===== config.mk =====
export PLATFORM = sky130hd
export DESIGN_NAME = mvd_cell
export DESIGN_NICKNAME = d
export VERILOG_FILES = /design/src/rtl/core/mvd_cell.sv
export SDC_FILE = /design/constraint.sdc
export NUM_CORES = 1
export LEC_CHECK = 0
export BUFFER_PORTS_ARGS = -buffer_cell sky130_fd_sc_hd__buf_2
export CORE_MARGIN = 5
export CORE_UTILIZATION = 40
export CTS_CLUSTER_SIZE = 8
export DETAILED_ROUTE_END_ITERATION = 10
export GPL_ROUTABILITY_DRIVEN = 0
export GPL_TIMING_DRIVEN = 1
export PLACE_DENSITY = 0.79
export SLEW_MARGIN = 20
export SYNTH_ARGS = -nofsm -noshare
export SYNTH_HDL_FRONTEND = slang
export SYNTH_SLANG_ARGS = --single-unit

===== constraint.sdc =====
create_clock -name i_clk -period 12.5 [get_ports i_clk]
set_clock_uncertainty 0.1 [all_clocks]
set_input_delay 1.25 -clock i_clk [delete_from_list [all_inputs] [get_ports i_clk]]
set_output_delay 1.25 -clock i_clk [all_outputs]
set_load 0.01 [all_outputs]

===== src/rtl/core/mvd_cell.sv =====
// one map cell: holds one triple key, matches the passing search token
module mvd_cell #(
    parameter int KEY_W    = 30,
    parameter int IDX_W    = 8,
    parameter int CELL_IDX = 0
) (
    input  logic             i_clk,
    input  logic             i_rst_n,
    input  logic             i_wr_en,
    input  logic [IDX_W-1:0] i_wr_addr,
    input  logic [KEY_W-1:0] i_wr_key,
    input  logic             i_tok_v,
    input  logic [KEY_W-1:0] i_tok_key,
    input  logic             i_tok_found,
    input  logic [IDX_W-1:0] i_tok_idx,
    output logic             o_tok_v,
    output logic [KEY_W-1:0] o_tok_key,
    output logic             o_tok_found,
    output logic [IDX_W-1:0] o_tok_idx
);
    logic             r_valid;
    logic [KEY_W-1:0] r_key;
    logic             r_tok_v;
    logic [KEY_W-1:0] r_tok_key;
    logic             r_tok_found;
    logic [IDX_W-1:0] r_tok_idx;
    logic             hit;

    assign hit = r_valid && (r_key == i_tok_key) && !i_tok_found;

    always_ff @(posedge i_clk) begin
        if (!i_rst_n) begin
            r_valid <= 1'b0;
            r_tok_v <= 1'b0;
        end else begin
            if (i_wr_en && (i_wr_addr == IDX_W'(CELL_IDX))) begin
                r_valid <= 1'b1;
            end
            r_tok_v <= i_tok_v;
        end
    end

    always_ff @(posedge i_clk) begin
        if (i_wr_en && (i_wr_addr == IDX_W'(CELL_IDX))) begin
            r_key <= i_wr_key;
        end
        r_tok_key   <= i_tok_key;
        r_tok_found <= i_tok_found || hit;
        r_tok_idx   <= hit ? IDX_W'(CELL_IDX) : i_tok_idx;
    end

    assign o_tok_v     = r_tok_v;
    assign o_tok_key   = r_tok_key;
    assign o_tok_found = r_tok_found;
    assign o_tok_idx   = r_tok_idx;
endmodule

[After elaboration in Yosys (flattened, before gate mapping)]
Cells that the tools add are included.
Operators by class
  equal/unequal tests: 1
  reduce and logical (&&, ||, !) cells: 6
Operator list (number)
  equality test 30 bit: 1
  zero test 8 bit: 1
  logical AND 1 bit: 3
  zero test 1 bit: 1
  logical OR 1 bit: 1
Word-level totals
  register bits: 71
  output and inout bits: 40
  input port bits: 81
  word-level logic and storage cells: 13

[Logic depth before layout (Yosys ltp)]
  word-level depth: 4
  depth in mapped cells: 4
  depth with buffers taken out: 4

[Worst setup path after synthesis]
OpenSTA, ideal clock, no wires.
  path kind: input-to-reg
  start point: input port i_wr_addr[1]
  end point: register r_key[0] (enable)
  stages on the path: 3
  path slack: 7.349 ns
  library setup time: 0.499 ns
  buffers on the path: 0
  data required time: 11.901 ns
  arrival time: 4.552 ns
  path through: nor4_1 nand3b_1 nor4_1
Between the ends
  longest elaborated chain between the ends: 2
RTL lines
  start: declaration: line 10  | input logic [IDX_W-1:0] i_wr_addr,
  zero test 8 bit: line 44  | if (i_wr_en && (i_wr_addr == IDX_W'(CELL_IDX))) begin
  logical AND 1 bit: line 44
  end signal: assignment: line 45  | r_key <= i_wr_key;
  end: declaration: line 22  | logic [KEY_W-1:0] r_key;
Every way passes these cells.
A chain may end at the register's enable or synchronous reset.

[Final worst setup path]
  start point: input port i_tok_key[14]
  end point: register r_tok_idx[7] (netlist: o_tok_idx[7])
Between the ends
  longest elaborated chain between the ends: 3
RTL lines
  start: declaration: line 13  | input logic [KEY_W-1:0] i_tok_key,
  equality test 30 bit: line 29  | assign hit = r_valid && (r_key == i_tok_key) && !i_tok_found;
  logical AND 1 bit (2 in a row): line 29
  end signal: assignment: line 49  | r_tok_idx <= hit ? IDX_W'(CELL_IDX) : i_tok_idx;
  end: declaration: line 26  | logic [IDX_W-1:0] r_tok_idx;
Every way passes these cells.

==> flow_summary_export.csv <==
group,metric,value,unit
status,status,"completed",
synth,ys_top_cells_by_area,"edfxtp_1, dfxtp_1, xnor2_1",
finish,fin_nets,352,
place,place_inst,332,
timing,maxSlewHeadroom,0.631,
synth,yosysWarningCount,0,
pwr,p_per_area,139,nW/µm²
worst_hold_path,worstHoldStart,"r_valid$_SDFFE_PN0P_",
worst_setup_path,critPathBufInv,1,
routing,wl,4700,µm
timing,rsz0062_at_grt,"false",
worst_setup_path,start_kind,"primary input",
synth,netlist_area,2250,µm²
die,die_y,85.0,µm
synth,ys_seq_area_frac,0.764,
global_routing,antenna_found_initial,0,
cts,post_cts_resized,0,
die,dieArea,7230,µm²
synth,syn_nets,219,
worst_setup_path,max_stage_delay,0.53,ns
cts,cts_tree,"built",
place,portBuffers,120,
worst_setup_path,cp_slowest_cell,"nor4_4",
worst_setup_path,crit_start,"i_tok_key[14]",
global_routing,met2_usage,0.232,
timing,finalSetupTns,0,ns
place,pre_cts_ws,9.77,ns
place,place_area,2960,µm²
worst_setup_path,worst_ep_required_time,12.57,ns
synth,netlist_instances,138,
finish,syn2layout_area_growth,38.8,%
synth,synthTopCellsByCount,"dfxtp_1, edfxtp_1, xnor2_1",
worst_setup_path,critPathMaxFanout,9,
place,hpwl,3860,µm
global_routing,overflow,0,
die,die_x,85.0,µm
pwr,p_total,435,µW
synth,synth_top_area_frac,0.400,
worst_setup_path,arrival,2.44,ns
cts,clkTransAtPathRegs,0.07,ns
timing,finalMaxSlewViolations,0,
worst_setup_path,endpoint_kind,"flip-flop",
die,rows,27,
timing,tightest_slew,0.554,ns
finish,final_cells,348,
cts,cts-hold-fix-buffers,0,
routing,detail_route.wl_per_cell,13.5,µm
worst_setup_path,crit_family,"simple AND/OR/NAND/NOR gates",
timing,setup_slack,10.13,ns
cts,cts_post_setup_buffers_inserted,0,
die,initial_core_util,0.412,
global_routing,grt-busiest-layer,"met2",
timing,hold_slack,0.381,ns
die,ios,121,
routing,vias,1513,
pwr,leakagePower,1.37,nW
cts,htreeDepth,3,
routing,drtPass1Iterations,4,
global_routing,grt_use_total,0.133,
synth,synthArstFlopShare,0,
finish,final_util,0.571,
cts,clock_latency,0.33,ns
routing,post-route-drc-count,0,
synth,synthDistinctLibCells,20,
timing,setup_violations,0,
synth,avgSynthCellArea,16.3,µm²
cts,cts_buffer_depth,2,
global_routing,grt_pass1_wl,7440,µm
finish,diodes,0,
routing,drt_iter0_drc,25,
global_routing,use_met1,0.138,
timing,fin_crit_sh,0.190,
synth,yosys.area.top_type,"edfxtp_1",
worst_setup_path,timing.rr.start,"r_key[15]$_DFFE_PP_",
finish,final_cell_area,3130,µm²
die,core,5470,µm²
timing,hold_violations,0,
worst_setup_path,crit_type,"in -> reg",
synth,synth-edff-count,30,
routing,vias_per_cell,4.35,
synth,ys_ff_latch,71,
routing,drtAntennaViolNets,0,
global_routing,use_met3,0.0583,
worst_hold_path,hp-class,"reg -> reg",
timing,period_needed,2.37,ns
cts,cts.sink_count,71,
cts,cts_made_buffers,9,
global_routing,grt_max_degree,17,
timing,max_freq,421,MHz
finish,final_layout_size_suffix_gt1_frac,0.496,
worst_setup_path,path_cells,"buf_2, xnor2_1, nand4_1, nor4_4, a41oi_1",
synth,ys.flop_type,"dfxtp_1",
synth,synth.most_common_cell,"dfxtp_1",
pwr,ir_drop,0.0000826,V
cts,clockRootBuffer,"clkbuf_8",
global_routing,grt_pass1_vias,1658,
job,drv_cap,0,
## where the power goes
part           total [mW]  switching (mW)  internal, mW
clock               0.152          0.0741        0.0777
sequential          0.250         0.00152         0.248
combinational      0.0333          0.0154        0.0179
## cell families after synthesis
| kind of cell | Yosys count | synth area share |
|---|---|---|
| compound gates | 15 | 0.0633 |
| buf+inv | 13 | 0.0217 |
| flops | 71 | 0.764 |
| xor+xnor | 26 | 0.101 |
| simple gates | 13 | 0.0494 |
## final timing paths
| check | endpoint | slack [ns] | cells past startpoint |
|---|---|---|---|
| max | o_tok_idx[7]$_SDFF_PP0_ | 10.13 | 5 |
| min | r_valid$_SDFFE_PN0P_ | 0.38 | 1 |
| max reg2reg | o_tok_idx[7]$_SDFF_PP0_ | 10.78 | 4 |
| min reg2reg | r_valid$_SDFFE_PN0P_ | 0.38 | 1 |
## area by class of cell
class / instances / area, µm²
tap: 72 / 90.1
multi-input combinational: 54 / 488
clock buffer: 15 / 156
inverter: 13 / 48.8
fill: 466 / 2350
sequential: 71 / 1720
timing repair buffer: 122 / 616
clock inverter: 1 / 5.00
## sequential cells by signal, indices dropped and copies added, names as in the netlist
signal	count
r_valid	1
o_tok_v	1
o_tok_found	1
o_tok_key	30
o_tok_idx	8
r_key	30
## layout by cell type (no fill, tap or decap)
cell type	netlist	routed
o21a_1	1	1
o21ai_0	1	1
xor2_1	1	1
buf_2	0	120
xnor2_1	25	25
edfxtp_1	30	30
inv_1	13	13
o22ai_1	1	1
and2_1	1	1
clkbuf_8	0	10
a41oi_1	8	8
nand3b_1	1	1
nor4_4	2	2
clkbuf_1	0	5
nand3_1	1	1
nor4_2	0	1
a31o_1	1	1
dfxtp_1	41	41
buf_4	0	2
nand2b_1	1	1
clkinv_2	0	1
a22o_1	1	1
nor4_1	2	1
nand4_1	5	5
o2111ai_1	1	1
a2111oi_4	1	1
## layer usage
layer	up-vias	wire length, µm	share of wire
li1	762	-	-
met5	-	0	0
met1	674	1700	0.36
met3	4	485	0.10
met2	73	2470	0.53
met4	0	41	0.0087
No activity file was read; power rests on OpenSTA's default activity.
